**src/c2u_pkg.sv**
```systemverilog
// ----------------------------------------------------------------------------
// c2u_pkg: shared types and constants
// Shared types, charset and error mode codes and register addresses of the
// charset-to-UTF-8 decoder.
// ----------------------------------------------------------------------------
package c2u_pkg;

    typedef struct packed {
        logic [2:0] charset;
        logic [1:0] error_mode;
    } cfg_t;

    localparam logic [2:0] CS_UTF8    = 3'd0;
    localparam logic [2:0] CS_UTF16LE = 3'd1;
    localparam logic [2:0] CS_UTF16BE = 3'd2;
    localparam logic [2:0] CS_ASCII   = 3'd3;

    localparam logic [1:0] EM_IGNORE     = 2'd0;
    localparam logic [1:0] EM_REPLACE    = 2'd1;
    localparam logic [1:0] EM_STRICT     = 2'd2;
    localparam logic [1:0] EM_STRICT_ALT = 2'd3;

    localparam logic [1:0] ORD_NONE = 2'd0;
    localparam logic [1:0] ORD_LE   = 2'd1;
    localparam logic [1:0] ORD_BE   = 2'd2;

    localparam logic [20:0] CP_REPLACE = 21'h00FFFD;
    localparam logic [20:0] CP_QMARK   = 21'h00003F;
    localparam logic [7:0]  ASCII_LOW  = 8'h20;
    localparam logic [7:0]  ASCII_DEL  = 8'h7F;

    localparam int APB_AW = 3;
    localparam logic REG_CHARSET = 1'b0;
    localparam logic REG_MODE    = 1'b1;

endpackage

```
**src/c2u_in_if.sv**
```systemverilog
// ----------------------------------------------------------------------------
// c2u_in_if: raw byte channel
// Valid/ready channel that carries one raw byte and its end mark.
// ----------------------------------------------------------------------------
interface c2u_in_if;
    logic       valid;
    logic       ready;
    logic [7:0] data_byte;
    logic       last_byte;

    modport source (output valid, output data_byte, output last_byte, input ready);
    modport sink (input valid, input data_byte, input last_byte, output ready);
endinterface

```
**src/c2u_out_if.sv**
```systemverilog
// ----------------------------------------------------------------------------
// c2u_out_if: UTF-8 result channel
// Valid/ready channel that carries one UTF-8 byte or a status result.
// ----------------------------------------------------------------------------
interface c2u_out_if;
    logic       valid;
    logic       ready;
    logic [7:0] out_byte;
    logic       byte_valid;
    logic       decode_error;
    logic       end_of_run;
    logic       end_of_text;

    modport source (output valid, output out_byte, output byte_valid,
                    output decode_error, output end_of_run, output end_of_text,
                    input ready);
    modport sink (input valid, input out_byte, input byte_valid,
                  input decode_error, input end_of_run, input end_of_text,
                  output ready);
endinterface

```
**src/c2u_regs.sv**
```systemverilog
// ----------------------------------------------------------------------------
// c2u_regs: configuration registers
// APB-style register file holding charset and error mode.
// ----------------------------------------------------------------------------
module c2u_regs (
    input  logic                       clk,
    input  logic                       rst_n,
    input  logic                       psel,
    input  logic                       penable,
    input  logic                       pwrite,
    input  logic [c2u_pkg::APB_AW-1:0] paddr,
    input  logic [31:0]                pwdata,
    output logic [31:0]                prdata,
    input  logic                       in_fire,
    output c2u_pkg::cfg_t              cfg
);
    import c2u_pkg::*;

    logic [2:0] charset_reg, charset_next;
    logic [1:0] mode_reg, mode_next;
    logic       wr_en;

    assign wr_en = psel && penable && pwrite;

    always_comb
    begin
        charset_next = charset_reg;
        mode_next    = mode_reg;
        if (wr_en && paddr[2] == REG_CHARSET)
        begin
            charset_next = pwdata[2:0];
        end
        else if (wr_en && paddr[2] == REG_MODE)
        begin
            mode_next = pwdata[1:0];
        end
        else if (in_fire && mode_reg == EM_STRICT_ALT)
        begin
            mode_next = EM_STRICT;
        end
    end

    always_ff @(posedge clk or negedge rst_n)
    begin
        if (!rst_n)
        begin
            charset_reg <= CS_UTF8;
            mode_reg    <= EM_REPLACE;
        end
        else
        begin
            charset_reg <= charset_next;
            mode_reg    <= mode_next;
        end
    end

    assign prdata = (paddr[2] == REG_MODE) ? {30'd0, mode_reg} : {29'd0, charset_reg};
    assign cfg    = '{charset: charset_reg, error_mode: mode_reg};

endmodule

```
**src/c2u_utf8_enc.sv**
```systemverilog
// ----------------------------------------------------------------------------
// c2u_utf8_enc: UTF-8 byte encoder
// Gives one byte of the UTF-8 form of a code point per index, and flags
// the final byte of the sequence.
// ----------------------------------------------------------------------------
module c2u_utf8_enc (
    input  logic [20:0] cp,
    input  logic [1:0]  idx,
    output logic [7:0]  enc_byte,
    output logic        enc_last
);
    logic [1:0] len_m1;

    always_comb
    begin
        if (cp < 21'h80)
        begin
            len_m1 = 2'd0;
        end
        else if (cp < 21'h800)
        begin
            len_m1 = 2'd1;
        end
        else if (cp < 21'h10000)
        begin
            len_m1 = 2'd2;
        end
        else
        begin
            len_m1 = 2'd3;
        end
    end

    always_comb
    begin
        enc_byte = 8'h00;
        unique case (len_m1)
            2'd0: enc_byte = cp[7:0];
            2'd1: enc_byte = (idx == 2'd0) ? {3'b110, cp[10:6]} : {2'b10, cp[5:0]};
            2'd2:
            begin
                unique case (idx)
                    2'd0:    enc_byte = {4'b1110, cp[15:12]};
                    2'd1:    enc_byte = {2'b10, cp[11:6]};
                    default: enc_byte = {2'b10, cp[5:0]};
                endcase
            end
            default:
            begin
                unique case (idx)
                    2'd0:    enc_byte = {5'b11110, cp[20:18]};
                    2'd1:    enc_byte = {2'b10, cp[17:12]};
                    2'd2:    enc_byte = {2'b10, cp[11:6]};
                    default: enc_byte = {2'b10, cp[5:0]};
                endcase
            end
        endcase
    end

    assign enc_last = (idx == len_m1);

endmodule

```
**src/c2u_core.sv**
```systemverilog
// ----------------------------------------------------------------------------
// c2u_core: decode sequencer
// Sequencer that scans UTF-8, assembles UTF-16 units, checks ASCII and handles
// bad input, driving the shared encoder one result byte per cycle unless stalled.
// ----------------------------------------------------------------------------
module c2u_core (
    input  logic          clk,
    input  logic          rst_n,
    input  c2u_pkg::cfg_t cfg,
    input  logic          in_valid,
    output logic          in_ready,
    input  logic [7:0]    in_byte,
    input  logic          in_last,
    output logic          out_valid,
    input  logic          out_ready,
    output logic [7:0]    out_byte,
    output logic          out_bv,
    output logic          out_err,
    output logic          out_eor,
    output logic          out_eot
);
    import c2u_pkg::*;

    localparam logic [3:0] S_IDLE   = 4'd0;
    localparam logic [3:0] S_SCAN   = 4'd1;
    localparam logic [3:0] S_RAW    = 4'd2;
    localparam logic [3:0] S_UNIT   = 4'd3;
    localparam logic [3:0] S_FRESH  = 4'd4;
    localparam logic [3:0] S_POST   = 4'd5;
    localparam logic [3:0] S_FLUSH  = 4'd6;
    localparam logic [3:0] S_ODD    = 4'd7;
    localparam logic [3:0] S_ASCII  = 4'd8;
    localparam logic [3:0] S_UNDEF  = 4'd9;
    localparam logic [3:0] S_BAD    = 4'd10;
    localparam logic [3:0] S_EMIT   = 4'd11;
    localparam logic [3:0] S_FIN    = 4'd12;
    localparam logic [3:0] S_DRAIN  = 4'd13;

    logic [3:0]  state_reg, state_next;
    logic [3:0]  ret_reg, ret_next;
    logic [7:0]  w_reg [0:3];
    logic [7:0]  w_next [0:3];
    logic [2:0]  n_reg, n_next;
    logic [7:0]  low_reg, low_next;
    logic        half_reg, half_next;
    logic [9:0]  lead_reg, lead_next;
    logic        held_reg, held_next;
    logic [1:0]  ord_reg, ord_next;
    logic        latched_reg, latched_next;
    logic        last_reg, last_next;
    logic        odd_reg, odd_next;
    logic [7:0]  byte_reg, byte_next;
    logic [15:0] u_reg, u_next;
    logic [20:0] cp_reg, cp_next;
    logic [1:0]  idx_reg, idx_next;
    logic [1:0]  cnt_reg, cnt_next;
    logic        stg_v_reg, stg_v_next;
    logic [7:0]  stg_byte_reg, stg_byte_next;
    logic        stg_bv_reg, stg_bv_next;
    logic        stg_err_reg, stg_err_next;
    logic        out_v_reg, out_v_next;
    logic [7:0]  out_byte_reg, out_byte_next;
    logic        out_bv_reg, out_bv_next;
    logic        out_err_reg, out_err_next;
    logic        out_eor_reg, out_eor_next;
    logic        out_eot_reg, out_eot_next;

    logic        in_fire, push_ok, push_en, drain_en;
    logic [7:0]  push_byte;
    logic        push_bv, push_err;
    logic [7:0]  enc_byte;
    logic        enc_last;
    logic [2:0]  ll, avail;
    logic        short_seq, cont_bad, u8_bad, u8_wait;
    logic [20:0] cp8;
    logic        is_bom;
    logic [1:0]  ord_new;
    logic [15:0] unit_new;
    logic        strict, u_lead, u_trail;

    c2u_utf8_enc u_enc (
        .cp       (cp_reg),
        .idx      (idx_reg),
        .enc_byte (enc_byte),
        .enc_last (enc_last)
    );

    assign in_ready = (state_reg == S_IDLE);
    assign in_fire  = in_valid && in_ready;
    assign push_ok  = !stg_v_reg || !out_v_reg || out_ready;
    assign strict   = cfg.error_mode[1];
    assign u_lead   = (u_reg[15:10] == 6'b110110);
    assign u_trail  = (u_reg[15:10] == 6'b110111);

    // UTF-8 sequence check on the buffered bytes
    always_comb
    begin
        ll = 3'd0;
        if (!w_reg[0][7])
        begin
            ll = 3'd1;
        end
        else if (w_reg[0][7:5] == 3'b110)
        begin
            ll = 3'd2;
        end
        else if (w_reg[0][7:4] == 4'b1110)
        begin
            ll = 3'd3;
        end
        else if (w_reg[0][7:3] == 5'b11110)
        begin
            ll = 3'd4;
        end
        short_seq = (n_reg < ll);
        avail     = short_seq ? n_reg : ll;
        cont_bad  = (avail > 3'd1 && w_reg[1][7:6] != 2'b10)
                 || (avail > 3'd2 && w_reg[2][7:6] != 2'b10)
                 || (avail > 3'd3 && w_reg[3][7:6] != 2'b10);
        cp8 = {13'd0, w_reg[0]};
        if (ll == 3'd2)
        begin
            cp8 = {10'd0, w_reg[0][4:0], w_reg[1][5:0]};
        end
        else if (ll == 3'd3)
        begin
            cp8 = {5'd0, w_reg[0][3:0], w_reg[1][5:0], w_reg[2][5:0]};
        end
        else if (ll == 3'd4)
        begin
            cp8 = {w_reg[0][2:0], w_reg[1][5:0], w_reg[2][5:0], w_reg[3][5:0]};
        end
        u8_bad = (ll == 3'd0) || cont_bad || (short_seq && last_reg)
              || (!short_seq && (cp8 > 21'h10FFFF
                  || (cp8 >= 21'h0D800 && cp8 <= 21'h0DFFF)
                  || (ll > 3'd1 && cp8 < 21'h80)
                  || (ll > 3'd2 && cp8 < 21'h800)
                  || (ll > 3'd3 && cp8 < 21'h10000)));
        u8_wait = !u8_bad && short_seq;
    end

    always_comb
    begin
        is_bom  = (low_reg == 8'hFF && in_byte == 8'hFE)
               || (low_reg == 8'hFE && in_byte == 8'hFF);
        ord_new = ord_reg;
        if (ord_reg == ORD_NONE)
        begin
            ord_new = (is_bom || cfg.charset == CS_UTF16LE) ? ORD_LE : ORD_BE;
        end
        unit_new = (ord_new == ORD_LE) ? {in_byte, low_reg} : {low_reg, in_byte};
    end

    always_comb
    begin
        state_next    = state_reg;
        ret_next      = ret_reg;
        for (int i = 0; i < 4; i++)
        begin
            w_next[i] = w_reg[i];
        end
        n_next        = n_reg;
        low_next      = low_reg;
        half_next     = half_reg;
        lead_next     = lead_reg;
        held_next     = held_reg;
        ord_next      = ord_reg;
        latched_next  = latched_reg;
        last_next     = last_reg;
        odd_next      = odd_reg;
        byte_next     = byte_reg;
        u_next        = u_reg;
        cp_next       = cp_reg;
        idx_next      = idx_reg;
        cnt_next      = cnt_reg;
        push_en       = 1'b0;
        push_byte     = 8'h00;
        push_bv       = 1'b0;
        push_err      = 1'b0;
        drain_en      = 1'b0;

        unique case (state_reg)
            S_IDLE:
            begin
                if (in_fire)
                begin
                    last_next = in_last;
                    byte_next = in_byte;
                    odd_next  = 1'b0;
                    if (latched_reg)
                    begin
                        state_next = S_FIN;
                    end
                    else if (cfg.charset == CS_UTF8)
                    begin
                        w_next[n_reg[1:0]] = in_byte;
                        n_next             = n_reg + 3'd1;
                        state_next         = S_SCAN;
                    end
                    else if (cfg.charset == CS_UTF16LE || cfg.charset == CS_UTF16BE)
                    begin
                        odd_next = in_last && !half_reg;
                        if (!half_reg)
                        begin
                            if (!in_last)
                            begin
                                low_next   = in_byte;
                                half_next  = 1'b1;
                                state_next = S_FIN;
                            end
                            else
                            begin
                                state_next = S_FLUSH;
                            end
                        end
                        else
                        begin
                            half_next  = 1'b0;
                            ord_next   = ord_new;
                            u_next     = unit_new;
                            state_next = S_UNIT;
                        end
                    end
                    else if (cfg.charset == CS_ASCII)
                    begin
                        state_next = S_ASCII;
                    end
                    else
                    begin
                        state_next = S_UNDEF;
                    end
                end
            end
            S_SCAN:
            begin
                if (n_reg == 3'd0 || u8_wait)
                begin
                    state_next = S_FIN;
                end
                else if (!u8_bad)
                begin
                    cnt_next   = 2'(ll - 3'd1);
                    state_next = S_RAW;
                end
                else
                begin
                    w_next[0]  = w_reg[1];
                    w_next[1]  = w_reg[2];
                    w_next[2]  = w_reg[3];
                    n_next     = n_reg - 3'd1;
                    ret_next   = S_SCAN;
                    state_next = S_BAD;
                end
            end
            S_RAW:
            begin
                if (push_ok)
                begin
                    push_en   = 1'b1;
                    push_byte = w_reg[0];
                    push_bv   = 1'b1;
                    w_next[0] = w_reg[1];
                    w_next[1] = w_reg[2];
                    w_next[2] = w_reg[3];
                    n_next    = n_reg - 3'd1;
                    cnt_next  = cnt_reg - 2'd1;
                    if (cnt_reg == 2'd0)
                    begin
                        state_next = S_SCAN;
                    end
                end
            end
            S_UNIT:
            begin
                if (held_reg)
                begin
                    held_next = 1'b0;
                    if (u_trail)
                    begin
                        cp_next    = 21'h10000 + {11'd0, lead_reg} * 21'd1024
                                   + {11'd0, u_reg[9:0]};
                        idx_next   = 2'd0;
                        ret_next   = S_POST;
                        state_next = S_EMIT;
                    end
                    else
                    begin
                        ret_next   = S_FRESH;
                        state_next = S_BAD;
                    end
                end
                else
                begin
                    state_next = S_FRESH;
                end
            end
            S_FRESH:
            begin
                if (u_lead)
                begin
                    lead_next  = u_reg[9:0];
                    held_next  = 1'b1;
                    state_next = S_POST;
                end
                else if (u_trail)
                begin
                    ret_next   = S_POST;
                    state_next = S_BAD;
                end
                else
                begin
                    cp_next    = {5'd0, u_reg};
                    idx_next   = 2'd0;
                    ret_next   = S_POST;
                    state_next = S_EMIT;
                end
            end
            S_POST:
            begin
                state_next = (!last_reg || latched_reg) ? S_FIN : S_FLUSH;
            end
            S_FLUSH:
            begin
                if (held_reg)
                begin
                    held_next  = 1'b0;
                    ret_next   = S_ODD;
                    state_next = S_BAD;
                end
                else
                begin
                    state_next = S_ODD;
                end
            end
            S_ODD:
            begin
                if (odd_reg && !latched_reg)
                begin
                    ret_next   = S_FIN;
                    state_next = S_BAD;
                end
                else
                begin
                    state_next = S_FIN;
                end
            end
            S_ASCII:
            begin
                if (byte_reg >= ASCII_LOW && byte_reg < ASCII_DEL)
                begin
                    if (push_ok)
                    begin
                        push_en    = 1'b1;
                        push_byte  = byte_reg;
                        push_bv    = 1'b1;
                        state_next = S_FIN;
                    end
                end
                else
                begin
                    ret_next   = S_FIN;
                    state_next = S_BAD;
                end
            end
            S_UNDEF:
            begin
                if (push_ok)
                begin
                    push_en      = 1'b1;
                    push_err     = 1'b1;
                    latched_next = 1'b1;
                    state_next   = S_FIN;
                end
            end
            S_BAD:
            begin
                if (strict)
                begin
                    if (push_ok)
                    begin
                        push_en      = 1'b1;
                        push_err     = 1'b1;
                        latched_next = 1'b1;
                        n_next       = 3'd0;
                        state_next   = S_FIN;
                    end
                end
                else if (cfg.error_mode == EM_REPLACE)
                begin
                    cp_next    = (cfg.charset == CS_ASCII) ? CP_QMARK : CP_REPLACE;
                    idx_next   = 2'd0;
                    state_next = S_EMIT;
                end
                else
                begin
                    state_next = ret_reg;
                end
            end
            S_EMIT:
            begin
                if (push_ok)
                begin
                    push_en   = 1'b1;
                    push_byte = enc_byte;
                    push_bv   = 1'b1;
                    idx_next  = idx_reg + 2'd1;
                    if (enc_last)
                    begin
                        state_next = ret_reg;
                    end
                end
            end
            S_FIN:
            begin
                if (last_reg && (!stg_v_reg || (latched_reg && !stg_err_reg)))
                begin
                    if (push_ok)
                    begin
                        push_en    = 1'b1;
                        push_err   = latched_reg;
                        state_next = S_DRAIN;
                    end
                end
                else
                begin
                    state_next = S_DRAIN;
                end
            end
            S_DRAIN:
            begin
                if (!stg_v_reg || push_ok)
                begin
                    drain_en   = stg_v_reg;
                    state_next = S_IDLE;
                    if (last_reg)
                    begin
                        n_next       = 3'd0;
                        low_next     = 8'h00;
                        half_next    = 1'b0;
                        lead_next    = 10'd0;
                        held_next    = 1'b0;
                        ord_next     = ORD_NONE;
                        latched_next = 1'b0;
                    end
                end
            end
            default:
            begin
                state_next = S_IDLE;
            end
        endcase
    end

    // result staging: the newest result waits until its end flags are known
    always_comb
    begin
        stg_v_next    = stg_v_reg;
        stg_byte_next = stg_byte_reg;
        stg_bv_next   = stg_bv_reg;
        stg_err_next  = stg_err_reg;
        out_v_next    = out_v_reg;
        out_byte_next = out_byte_reg;
        out_bv_next   = out_bv_reg;
        out_err_next  = out_err_reg;
        out_eor_next  = out_eor_reg;
        out_eot_next  = out_eot_reg;
        if (out_v_reg && out_ready)
        begin
            out_v_next = 1'b0;
        end
        if ((push_en && stg_v_reg) || drain_en)
        begin
            out_v_next    = 1'b1;
            out_byte_next = stg_byte_reg;
            out_bv_next   = stg_bv_reg;
            out_err_next  = stg_err_reg;
            out_eor_next  = drain_en;
            out_eot_next  = drain_en && last_reg;
        end
        if (push_en)
        begin
            stg_v_next    = 1'b1;
            stg_byte_next = push_byte;
            stg_bv_next   = push_bv;
            stg_err_next  = push_err;
        end
        else if (drain_en)
        begin
            stg_v_next = 1'b0;
        end
    end

    always_ff @(posedge clk or negedge rst_n)
    begin
        if (!rst_n)
        begin
            state_reg   <= S_IDLE;
            n_reg       <= 3'd0;
            half_reg    <= 1'b0;
            held_reg    <= 1'b0;
            ord_reg     <= ORD_NONE;
            latched_reg <= 1'b0;
            low_reg     <= 8'h00;
            lead_reg    <= 10'd0;
            stg_v_reg   <= 1'b0;
            out_v_reg   <= 1'b0;
        end
        else
        begin
            state_reg   <= state_next;
            n_reg       <= n_next;
            half_reg    <= half_next;
            held_reg    <= held_next;
            ord_reg     <= ord_next;
            latched_reg <= latched_next;
            low_reg     <= low_next;
            lead_reg    <= lead_next;
            stg_v_reg   <= stg_v_next;
            out_v_reg   <= out_v_next;
        end
    end

    always_ff @(posedge clk)
    begin
        for (int i = 0; i < 4; i++)
        begin
            w_reg[i] <= w_next[i];
        end
        ret_reg      <= ret_next;
        last_reg     <= last_next;
        odd_reg      <= odd_next;
        byte_reg     <= byte_next;
        u_reg        <= u_next;
        cp_reg       <= cp_next;
        idx_reg      <= idx_next;
        cnt_reg      <= cnt_next;
        stg_byte_reg <= stg_byte_next;
        stg_bv_reg   <= stg_bv_next;
        stg_err_reg  <= stg_err_next;
        out_byte_reg <= out_byte_next;
        out_bv_reg   <= out_bv_next;
        out_err_reg  <= out_err_next;
        out_eor_reg  <= out_eor_next;
        out_eot_reg  <= out_eot_next;
    end

    assign out_valid = out_v_reg;
    assign out_byte  = out_byte_reg;
    assign out_bv    = out_bv_reg;
    assign out_err   = out_err_reg;
    assign out_eor   = out_eor_reg;
    assign out_eot   = out_eot_reg;

endmodule

```
**src/charset_to_utf8_decoder.sv**
```systemverilog
// Each result is staged until the next one is pushed or its input byte is finished;
// a new input byte is taken only once the last one is fully processed.
// Reset: asynchronous, active low; loads charset UTF-8 and error mode replace.
// ----------------------------------------------------------------------------
// charset_to_utf8_decoder: top level
// Transcodes UTF-8, UTF-16 LE/BE or ASCII byte strings to checked UTF-8.
// ----------------------------------------------------------------------------
module charset_to_utf8_decoder (
    input  logic                       clk,
    input  logic                       rst_n,
    c2u_in_if.sink                     byte_in,
    c2u_out_if.source                  utf8_out,
    input  logic                       psel,
    input  logic                       penable,
    input  logic                       pwrite,
    input  logic [c2u_pkg::APB_AW-1:0] paddr,
    input  logic [31:0]                pwdata,
    output logic [31:0]                prdata,
    output logic                       pready
);
    import c2u_pkg::*;

    cfg_t cfg;
    logic in_ready;
    logic in_fire;

    assign pready        = 1'b1;
    assign byte_in.ready = in_ready;
    assign in_fire       = byte_in.valid && in_ready;

    c2u_regs u_regs (
        .clk     (clk),
        .rst_n   (rst_n),
        .psel    (psel),
        .penable (penable),
        .pwrite  (pwrite),
        .paddr   (paddr),
        .pwdata  (pwdata),
        .prdata  (prdata),
        .in_fire (in_fire),
        .cfg     (cfg)
    );

    c2u_core u_core (
        .clk       (clk),
        .rst_n     (rst_n),
        .cfg       (cfg),
        .in_valid  (byte_in.valid),
        .in_ready  (in_ready),
        .in_byte   (byte_in.data_byte),
        .in_last   (byte_in.last_byte),
        .out_valid (utf8_out.valid),
        .out_ready (utf8_out.ready),
        .out_byte  (utf8_out.out_byte),
        .out_bv    (utf8_out.byte_valid),
        .out_err   (utf8_out.decode_error),
        .out_eor   (utf8_out.end_of_run),
        .out_eot   (utf8_out.end_of_text)
    );

endmodule

```
**src/flat_wrapper.sv**
```systemverilog
// flat-port wrapper written by rule: the top's interface ports become plain ports
module charset_to_utf8_decoder_flat import c2u_pkg::*;
  (clk, rst_n, psel, penable, pwrite, paddr, pwdata, prdata, pready, byte_in_valid, byte_in_data_byte, byte_in_last_byte, byte_in_ready, utf8_out_valid, utf8_out_out_byte, utf8_out_byte_valid, utf8_out_decode_error, utf8_out_end_of_run, utf8_out_end_of_text, utf8_out_ready);
  c2u_in_if byte_in_i ();
  c2u_out_if utf8_out_i ();
  input  logic clk;
  input  logic rst_n;
  input  logic psel;
  input  logic penable;
  input  logic pwrite;
  input  logic [c2u_pkg::APB_AW-1:0] paddr;
  input  logic [31:0] pwdata;
  output logic [31:0] prdata;
  output logic pready;
  input wire logic [$bits(byte_in_i.valid)-1:0] byte_in_valid;
  input wire logic [$bits(byte_in_i.data_byte)-1:0] byte_in_data_byte;
  input wire logic [$bits(byte_in_i.last_byte)-1:0] byte_in_last_byte;
  output wire logic [$bits(byte_in_i.ready)-1:0] byte_in_ready;
  output wire logic [$bits(utf8_out_i.valid)-1:0] utf8_out_valid;
  output wire logic [$bits(utf8_out_i.out_byte)-1:0] utf8_out_out_byte;
  output wire logic [$bits(utf8_out_i.byte_valid)-1:0] utf8_out_byte_valid;
  output wire logic [$bits(utf8_out_i.decode_error)-1:0] utf8_out_decode_error;
  output wire logic [$bits(utf8_out_i.end_of_run)-1:0] utf8_out_end_of_run;
  output wire logic [$bits(utf8_out_i.end_of_text)-1:0] utf8_out_end_of_text;
  input wire logic [$bits(utf8_out_i.ready)-1:0] utf8_out_ready;
  assign byte_in_i.valid = byte_in_valid;
  assign byte_in_i.data_byte = byte_in_data_byte;
  assign byte_in_i.last_byte = byte_in_last_byte;
  assign byte_in_ready = byte_in_i.ready;
  assign utf8_out_valid = utf8_out_i.valid;
  assign utf8_out_out_byte = utf8_out_i.out_byte;
  assign utf8_out_byte_valid = utf8_out_i.byte_valid;
  assign utf8_out_decode_error = utf8_out_i.decode_error;
  assign utf8_out_end_of_run = utf8_out_i.end_of_run;
  assign utf8_out_end_of_text = utf8_out_i.end_of_text;
  assign utf8_out_i.ready = utf8_out_ready;
  charset_to_utf8_decoder u_core (.clk(clk), .rst_n(rst_n), .byte_in(byte_in_i), .utf8_out(utf8_out_i), .psel(psel), .penable(penable), .pwrite(pwrite), .paddr(paddr), .pwdata(pwdata), .prdata(prdata), .pready(pready));
endmodule
```
**config.mk**
```make
export PLATFORM = sky130hd
export DESIGN_NAME = charset_to_utf8_decoder_flat
export DESIGN_NICKNAME = d
export VERILOG_FILES = /design/src/c2u_pkg.sv /design/src/c2u_in_if.sv /design/src/c2u_out_if.sv /design/src/c2u_regs.sv /design/src/c2u_utf8_enc.sv /design/src/c2u_core.sv /design/src/charset_to_utf8_decoder.sv /design/src/flat_wrapper.sv
export SDC_FILE = /design/constraint.sdc
export NUM_CORES = 1
export LEC_CHECK = 0
export BUFFER_PORTS_ARGS = -buffer_cell sky130_fd_sc_hd__clkbuf_2
export CAP_MARGIN = 20
export CORE_MARGIN = 2
export CORE_UTILIZATION = 55
export CTS_BUF_LIST = sky130_fd_sc_hd__clkbuf_8
export CTS_CLUSTER_SIZE = 24
export DETAILED_ROUTE_END_ITERATION = 12
export PLACE_DENSITY_LB_ADDON = 0.15
export SKIP_LAST_GASP = 1
export SLEW_MARGIN = 20
export SYNTH_ARGS = -nofsm -noshare
export SYNTH_HDL_FRONTEND = slang
export SYNTH_SLANG_ARGS = --single-unit
```
**constraint.sdc**
```tcl
create_clock -name clk -period 3.8 [get_ports clk]
set_input_delay 0.95 -clock clk [delete_from_list [all_inputs] [get_ports clk]]
set_output_delay 0.95 -clock clk [all_outputs]
set_load 0.01 [all_outputs]
```
==> results of run 1 <==
## critical path, delay by kind of cell (launching register included)
kind                     cells  cell delay (ns)
AO/OA/AOI/OAI                4             1.30
AND/OR/NAND/NOR              5             0.87
flip-flops                   1             0.52
adder cells (fa/ha/maj)      1             0.34
buffers and inverters        1             0.18
## logic make-up (layout without fill, tap and decap cells)
logic type                 count (synthesis)  count (layout)
adders and majority gates                 15              15
other                                      2              30
DFF                                      146             146
AOI/OAI and AO/OA                        204             204
xor gates and xnor gates                   9               9
and+or+nand+nor                          267             267
muxes                                     27              27
buffers and inverters                     94             120
## path summary, 6_finish.rpt
kind	from	end	slack, ns	depth (start not counted)
worst min register to register	u_core.u_core.stg_byte_reg[7]	u_core.u_core.out_byte[7]	0.42	0
worst max register to register	u_core.u_core.w_reg[0][4]	u_core.u_core.w_reg[0][0]	0.36	11
max in group asynchronous	rst_n	u_core.u_core.latched_reg	2.56	1
worst max-delay path	u_core.u_core.w_reg[0][4]	u_core.u_core.w_reg[0][0]	0.36	11
min in group asynchronous	rst_n	u_core.u_core.held_reg	0.63	1
worst min-delay path	u_core.u_core.stg_byte_reg[7]	u_core.u_core.out_byte[7]	0.42	0
## power by group through the flow
stage / sequential, mW / clock, mW / combinational (mW)
2_1_floorplan: 2.72 / 0 / 1.92
3_3_place_gp: 2.88 / 0 / 2.50
3_5_place_dp: 2.91 / 0 / 2.55
4_1_cts: 2.88 / 1.22 / 2.57
5_1_grt: 2.95 / 1.28 / 2.89
6_report: 2.89 / 1.21 / 2.60
## routing by layer
layer  track usage [%]  vias up  wire length, µm
li1                  -     2852                -
met1              36.7     3011             8910
met2              41.4      279             9380
met3              6.10       40             1350
met4              10.4        0              565
met5                 0        -                0
## final cells by class
type	count	share of cell area, %
timing repair buffer	61	4.24
clock inverter	14	1.59
tap	180	2.60
inverter	27	1.17
multi-input combinational	552	39.1
clock buffer	18	2.86
sequential	146	48.4
## through the flow
step | util [%] | hold slack (ns) | area [µm²] | power (mW) | setup slack, ns
floorplan | - | 0.400 | 8070 | 4.64 | 0.702
detailed placement | 59.0 | 0.408 | 8280 | 5.47 | 0.258
CTS | 61.7 | 0.428 | 8670 | 6.68 | 0.227
finish | 61.8 | 0.424 | 8670 | 6.70 | 0.362
global placement | 59.0 | 0.402 | 8280 | 5.38 | 0.427
global route | 61.8 | 0.439 | 8670 | 7.13 | 0.128
## placed cells by master (no fill, tap or decap), types with 4 or more instances in the layout
| master | n |
|---|---|
| sky130_fd_sc_hd__a21oi_1 | 44 |
| sky130_fd_sc_hd__edfxtp_1 | 109 |
| sky130_fd_sc_hd__o22ai_1 | 4 |
| sky130_fd_sc_hd__nor3_1 | 12 |
| sky130_fd_sc_hd__inv_1 | 29 |
| sky130_fd_sc_hd__a222oi_1 | 7 |
| sky130_fd_sc_hd__buf_4 | 25 |
| sky130_fd_sc_hd__dfrtp_1 | 36 |
| sky130_fd_sc_hd__and3_1 | 9 |
| sky130_fd_sc_hd__nand4_1 | 6 |
| sky130_fd_sc_hd__nand2_1 | 72 |
| sky130_fd_sc_hd__mux2_2 | 14 |
| sky130_fd_sc_hd__or2_2 | 6 |
| sky130_fd_sc_hd__a22oi_1 | 12 |
| sky130_fd_sc_hd__clkbuf_8 | 18 |
| sky130_fd_sc_hd__conb_1 | 30 |
| sky130_fd_sc_hd__clkbuf_2 | 35 |
| sky130_fd_sc_hd__nor2_1 | 71 |
| sky130_fd_sc_hd__inv_6 | 4 |
| sky130_fd_sc_hd__o21ai_1 | 4 |
| sky130_fd_sc_hd__ha_1 | 13 |
| sky130_fd_sc_hd__and2_1 | 4 |
| sky130_fd_sc_hd__nand3_1 | 28 |
| sky130_fd_sc_hd__o211ai_1 | 6 |
| sky130_fd_sc_hd__a22o_1 | 25 |
| sky130_fd_sc_hd__o21bai_1 | 4 |
| sky130_fd_sc_hd__nor2b_1 | 7 |
| sky130_fd_sc_hd__mux2i_1 | 13 |
| sky130_fd_sc_hd__o21ai_0 | 50 |
| sky130_fd_sc_hd__xnor2_1 | 6 |
| sky130_fd_sc_hd__nand2b_1 | 24 |
| sky130_fd_sc_hd__nor4_1 | 10 |
## what timing repair did
item | CTS | global route
hold endpoints to repair | 0 | 0
endpoints found under the setup margin | 0 | 10
resized for setup | 0 | 2
## cell usage after synthesis, types with 13 or more instances
master / instances
sky130_fd_sc_hd__nor2_1: 71
sky130_fd_sc_hd__mux2_2: 14
sky130_fd_sc_hd__mux2i_1: 13
sky130_fd_sc_hd__clkbuf_1: 32
sky130_fd_sc_hd__nand2_1: 72
sky130_fd_sc_hd__inv_1: 27
sky130_fd_sc_hd__ha_1: 13
sky130_fd_sc_hd__o21ai_0: 51
sky130_fd_sc_hd__edfxtp_1: 109
sky130_fd_sc_hd__a22o_1: 25
sky130_fd_sc_hd__dfrtp_1: 36
sky130_fd_sc_hd__a21oi_1: 46
sky130_fd_sc_hd__nand3_1: 28
sky130_fd_sc_hd__nand2b_1: 24
sky130_fd_sc_hd__buf_4: 30
==> out/qor.txt, run 1 <==
=================================================================================
Hpwl dp ............................................................     14800 µm
Wire length after detailed routing .................................     20200 µm
Combinational fraction of design power .............................        38.8%
Overall track demand over capacity in global routing ...............        26.7%
Slowest stage cell, crit path ...................................... sky130_fd_sc_hd__a2111oi_2
Critical path start-end classification .............................   reg -> reg
Min Tclk post-route ................................................      3.44 ns
LEAKAGE ............................................................      3.37 nW
Maximum number of pins on one net before global-route repair .......           38
Source-to-sink clock delay at the later pin of the worst-skew pair .      0.47 ns
First-pass GRT wire length .........................................     32300 µm
Cells along the critical path ...................................... nand2_1, nand3_1, ha_1, and3_1, a2111oi_2, a41oi_1, o22ai_1, nor2_1, nand2_1, a21oi_1, buf_4
H-tree depth reported by CTS .......................................            4
Inserted Diodes ....................................................            0
Maximum clock path buffer count ....................................            2
Net count of the finished layout ...................................          870
Initial core utilization ...........................................        56.7%
Detail Route Antenna Nets ..........................................            0
Share of power burned in the clock network .........................        18.0%
Final standard cell count with taps included and fillers excluded ..          998
Number of iterations in the first detailed-routing pass ............            7
Pwr dens ...........................................................   773 nW/µm²
Critical Path RT ...................................................      4.02 ns
Antenna violations before repair ...................................            0
Setup repair after global routing missed its margin ................           no
Biggest area consumer among synthesized cells ...................... sky130_fd_sc_hd__edfxtp_1
Number of flip-flops under the largest register name ...............           32
Startpoint types ...................................................         flop
Clock tree from TritonCTS ..........................................          yes
Unique cell type count in the Yosys netlist ........................           78
Slew margin rel. ...................................................        35.9%
Largest vdd supply drop ............................................       402 µV
Placed cell count ..................................................          966
Clock Root Buffer .................................................. sky130_fd_sc_hd__clkbuf_8
Hold bufs inserted after CTS .......................................            0
Fraction of the mapped netlist area in compound gates ..............        17.5%
Internal power .....................................................      4.03 mW
Via/cell ratio .....................................................         6.19
Fin crit share .....................................................        90.5%
Largest stage delay on the critical path ...........................      0.59 ns
Async SR Flop Fraction .............................................        25.3%
CP arrival .........................................................      3.66 ns
XOR/XNOR Fraction of Synth Area ....................................       0.989%
Transition time at the pin with the least slew margin ..............     0.962 ns
Sequential fraction of design power ................................        43.2%
FF+latch count, synth ..............................................          146
Number of buffers inserted by port buffering .......................           36
Post-route setup TNS ...............................................         0 ns
Vias in the first global route .....................................         5973
Number of DRC markers after the initial detailed-route iteration ...          493
Fraction of power spent switching nets .............................        39.9%
Largest cells by area after synthesis .............................. sky130_fd_sc_hd__edfxtp_1, sky130_fd_sc_hd__dfrtp_1, sky130_fd_sc_hd__nand2_1
Sequential share of the synthesized area ...........................        52.7%
Placeable core region ..............................................    14000 µm²
Placer's final routability congestion estimate .....................        0.927
Die boundary width .................................................       124 µm
Number of enable-type register cells in the synthesized netlist ....          109
Multiplexer share of the synthesized area ..........................        3.61%
Largest family of logic cells by synthesized area .................. compound AO/OA/AOI/OAI gates
Share of synthesized cell area in and, or, nand and nor gates ......        16.5%
Slew Limit Fails ...................................................            0
Switching power ....................................................      2.67 mW
Filler Cell Count ..................................................         1151
Area Overhead vs Synth .............................................        8.84%
Die area ...........................................................    15500 µm²
Maximum clock rate .................................................    0.291 GHz
Routed len/inst ....................................................      20.2 µm
Setup bufs post-CTS ................................................            0
Syn avg cell area ..................................................     10.4 µm²
Floorplan row count ................................................           43
CTS sink cnt .......................................................          146
Path type of the worst min-delay path ..............................   reg -> reg
# setup viols final ................................................            0
Kind of capture point of the worst setup path ......................         flop
Final clock skew ...................................................    0.0160 ns
Area share of fa/ha/maj cells after synthesis ......................        2.42%
Register clock-pin slew on the reported worst setup and hold paths .      0.08 ns
IO Pins ............................................................           98
Synthesized area ...................................................     7970 µm²
Sequential cell area in the final layout ...........................     4200 µm²
Hold Violations, Final .............................................            0
Die outline height .................................................       124 µm
Vias after detailed routing ........................................         6182
Overflow left after global routing .................................            0
Commonest register cell after synthesis ............................ sky130_fd_sc_hd__edfxtp_1
Num CTS Buffers ....................................................           17
DR DRC count .......................................................            0
# Max-Cap Violations ...............................................            0
Share of the synthesized area in the top cell type .................        41.1%
Share of post-route cells with drive strength above 1 ..............        15.8%
Critical path fanouts, max .........................................            9
Number of instances in the synthesized netlist .....................          764
Critical path's most frequent cell ................................. sky130_fd_sc_hd__nand2_1
Multi-input combinational cell area ................................     3390 µm²
Yosys warns ........................................................            0
Outcome ............................................................ finished clean
=================================================================================
Power figures use the tool's default switching activity.
==> run 2, diff against run 1 <==
--- a/config.mk
+++ b/config.mk
@@ -13,6 +13,7 @@
 export CTS_CLUSTER_SIZE = 24
 export DETAILED_ROUTE_END_ITERATION = 12
 export PLACE_DENSITY_LB_ADDON = 0.15
+export REMOVE_ABC_BUFFERS = 1
 export SKIP_LAST_GASP = 1
 export SLEW_MARGIN = 20
 export SYNTH_ARGS = -nofsm -noshare
==> constraint.sdc (replaced) <==
create_clock -name clk -period 3.2 [get_ports clk]
set_input_delay 0.8 -clock clk [delete_from_list [all_inputs] [get_ports clk]]
set_output_delay 0.8 -clock clk [all_outputs]
set_load 0.01 [all_outputs]
==> out/qor.txt, run 2 (same netlist as run 1, synthesis figures left out) <==
=====================================================================================
Outcome ................................................................ finished clean
Hpwl dp ................................................................     14800 µm   -0.14%
Most frequent standard cell in the layout excluding fill and tap cells . sky130_fd_sc_hd__edfxtp_1
Overflow left after global routing .....................................            0   unchanged
Fin crit share .........................................................        94.9%   +4.4 points
Overall track demand over capacity in global routing ...................        25.8%   -0.92 points
Final clock skew .......................................................    0.0139 ns   -0.00209 ns
First-pass GRT wire length .............................................     31400 µm   -2.7%
Inserted Diodes ........................................................            0   unchanged
Slew Limit Fails .......................................................            0   unchanged
Placer's final routability congestion estimate .........................        0.948   +2.4%
Slew margin rel. .......................................................        38.0%   +2.1 points
Clock Root Buffer ...................................................... sky130_fd_sc_hd__clkbuf_8
Pwr dens ...............................................................   894 nW/µm²   +16%
Number of DRC markers after the initial detailed-route iteration .......          655   +33%
Critical path start-end classification .................................   reg -> reg
Hold bufs inserted after CTS ...........................................            0   unchanged
Maximum number of pins on one net before global-route repair ...........           38   unchanged
CP arrival .............................................................      3.15 ns   -0.51 ns
Transition time at the pin with the least slew margin ..................     0.930 ns   -0.0321 ns
Kind of capture point of the worst setup path ..........................         flop
Antenna violations before repair .......................................            0   unchanged
H-tree depth reported by CTS ...........................................            4   unchanged
Vias in the first global route .........................................         5816   -2.6%
Min Tclk post-route ....................................................      3.04 ns   -0.401 ns
Placeable core region ..................................................    14000 µm²   unchanged
DR DRC count ...........................................................            0   unchanged
Via/cell ratio .........................................................         5.97   -3.7%
Number of iterations in the first detailed-routing pass ................            6   -1
Startpoint types .......................................................         flop
Area after DPL .........................................................     8440 µm²   +1.9%
Wire length after detailed routing .....................................     19600 µm   -3.0%
Source-to-sink clock delay at the later pin of the worst-skew pair .....      0.45 ns   -0.02 ns
Vias after detailed routing ............................................         6087   -1.5%
Floorplan row count ....................................................           43   unchanged
Critical path fanouts, max .............................................            5   -4
Hold Violations, Final .................................................            0   unchanged
Path type of the worst min-delay path ..................................   reg -> reg
Post-route setup TNS ...................................................         0 ns   unchanged
Die area ...............................................................    15500 µm²   unchanged
LEAKAGE ................................................................      3.44 nW   +2.1%
Die outline height .....................................................       124 µm   unchanged
Worst-case hold slack ..................................................     0.423 ns   -0.00111 ns
Register clock-pin slew on the reported worst setup and hold paths .....      0.08 ns   about the same
Detail Route Antenna Nets ..............................................            0   unchanged
# setup viols final ....................................................            0   unchanged
Routed len/inst ........................................................      19.2 µm   -5.1%
Largest vdd supply drop ................................................       501 µV   +25%
Number of flip-flops under the largest register name ...................           32   unchanged
Die boundary width .....................................................       124 µm   unchanged
Maximum clock rate .....................................................    0.329 GHz   +13%
Area Overhead vs Synth .................................................        10.2%
Critical Path RT .......................................................      3.32 ns   -0.70 ns
Share of post-route cells with drive strength above 1 ..................        18.3%   +2.6 points
Num CTS Buffers ........................................................           17   unchanged
Filler Cell Count ......................................................         1161   +0.87%
# Max-Cap Violations ...................................................            0   unchanged
IO Pins ................................................................           98   unchanged
CTS sink cnt ...........................................................          146   unchanged
Commonest non-fill, non-tap cells in the layout ........................ sky130_fd_sc_hd__edfxtp_1, sky130_fd_sc_hd__nor2_1, sky130_fd_sc_hd__nand2_1, sky130_fd_sc_hd__o21ai_0, sky130_fd_sc_hd__buf_4
Net count of the finished layout .......................................          892   +2.5%
Clock tree from TritonCTS ..............................................          yes
Number of buffers inserted by port buffering ...........................           36   unchanged
Final design area excluding fillers ....................................     8780 µm²   +1.3%
Final total power ......................................................      7.86 mW   +17%
Initial core utilization ...............................................        56.7%   unchanged
Maximum clock path buffer count ........................................            2   unchanged
=====================================================================================
run 2: cell count changes in the layout (fill, tap and decap cells not counted), sizes merged:
cell	before	now
buf	26	48
clkinv	4	9
inv	33	28
clkinvlp	2	5
bufinv	2	0
clkbuf	53	52
run 2: power breakdown:
group / switching, mW / internal [mW]
logic: 1.94 / 1.28
registers: 0.534 / 2.89
clock network: 0.696 / 0.523
run 2: routing by layer:
layer | part of all wire (%) | track usage, %
met1 | 47 | 38.2
met5 | 0 | 0
met3 | 6.7 | 4.38
met2 | 44 | 37.6
met4 | 3.0 | 10.7
run 2: path summary, 6_finish.rpt:
path | slack, ns | cells past startpoint | start | to
setup / recovery | 0.16 | 10 | u_core.u_core.w_reg[0][3] | u_core.u_core.cnt_reg[0]
hold / removal | 0.42 | 0 | u_core.u_core.stg_byte_reg[3] | u_core.u_core.out_byte[3]
setup reg to reg | 0.16 | 10 | u_core.u_core.w_reg[0][3] | u_core.u_core.cnt_reg[0]
hold reg to reg | 0.42 | 0 | u_core.u_core.stg_byte_reg[3] | u_core.u_core.out_byte[3]
max in group asynchronous | 2.12 | 1 | rst_n | u_core.u_core.out_valid
min in group asynchronous | 0.48 | 1 | rst_n | u_core.u_core.lead_reg[7]
run 2: cell type report:
cell class	count	area [µm²]	area share (%)
Clock buffer	17	234	2.66
Clock inverter	15	95.1	1.08
Inverter	27	101	1.15
Multi-Input combinational cell	552	3400	38.7
Sequential cell	146	4200	47.8
Tap cell	180	225	2.56
Timing Repair Buffer	83	533	6.07
run 2: per-stage QoR:
step           setup WS [ns]  util (%)  cells
2_1_floorplan         -0.108         -    725
3_3_place_gp           0.159      60.1    987
3_5_place_dp           0.123      60.1    987
4_1_cts               0.0990      62.5   1019
5_1_grt              -0.0918      62.6   1020
6_report               0.163      62.6   1020
run 2: worst max-delay path, cell delays in order, from the launching register on:
cell and delay [ns]:
sky130_fd_sc_hd__edfxtp_1 0.41, sky130_fd_sc_hd__nor2b_1 0.19, sky130_fd_sc_hd__nand2b_1 0.14, sky130_fd_sc_hd__ha_1 0.32
sky130_fd_sc_hd__and3_1 0.18, sky130_fd_sc_hd__a2111oi_2 0.36, sky130_fd_sc_hd__buf_4 0.20, sky130_fd_sc_hd__nand3_1 0.07
sky130_fd_sc_hd__a21oi_1 0.27, sky130_fd_sc_hd__o211ai_1 0.24, sky130_fd_sc_hd__a21oi_1 0.34
run 2: what timing repair did:
item / CTS / global route
setup endpoints to repair: 0 / 28
gates resized for setup: 0 / 2
buffers inserted: 0 / 1
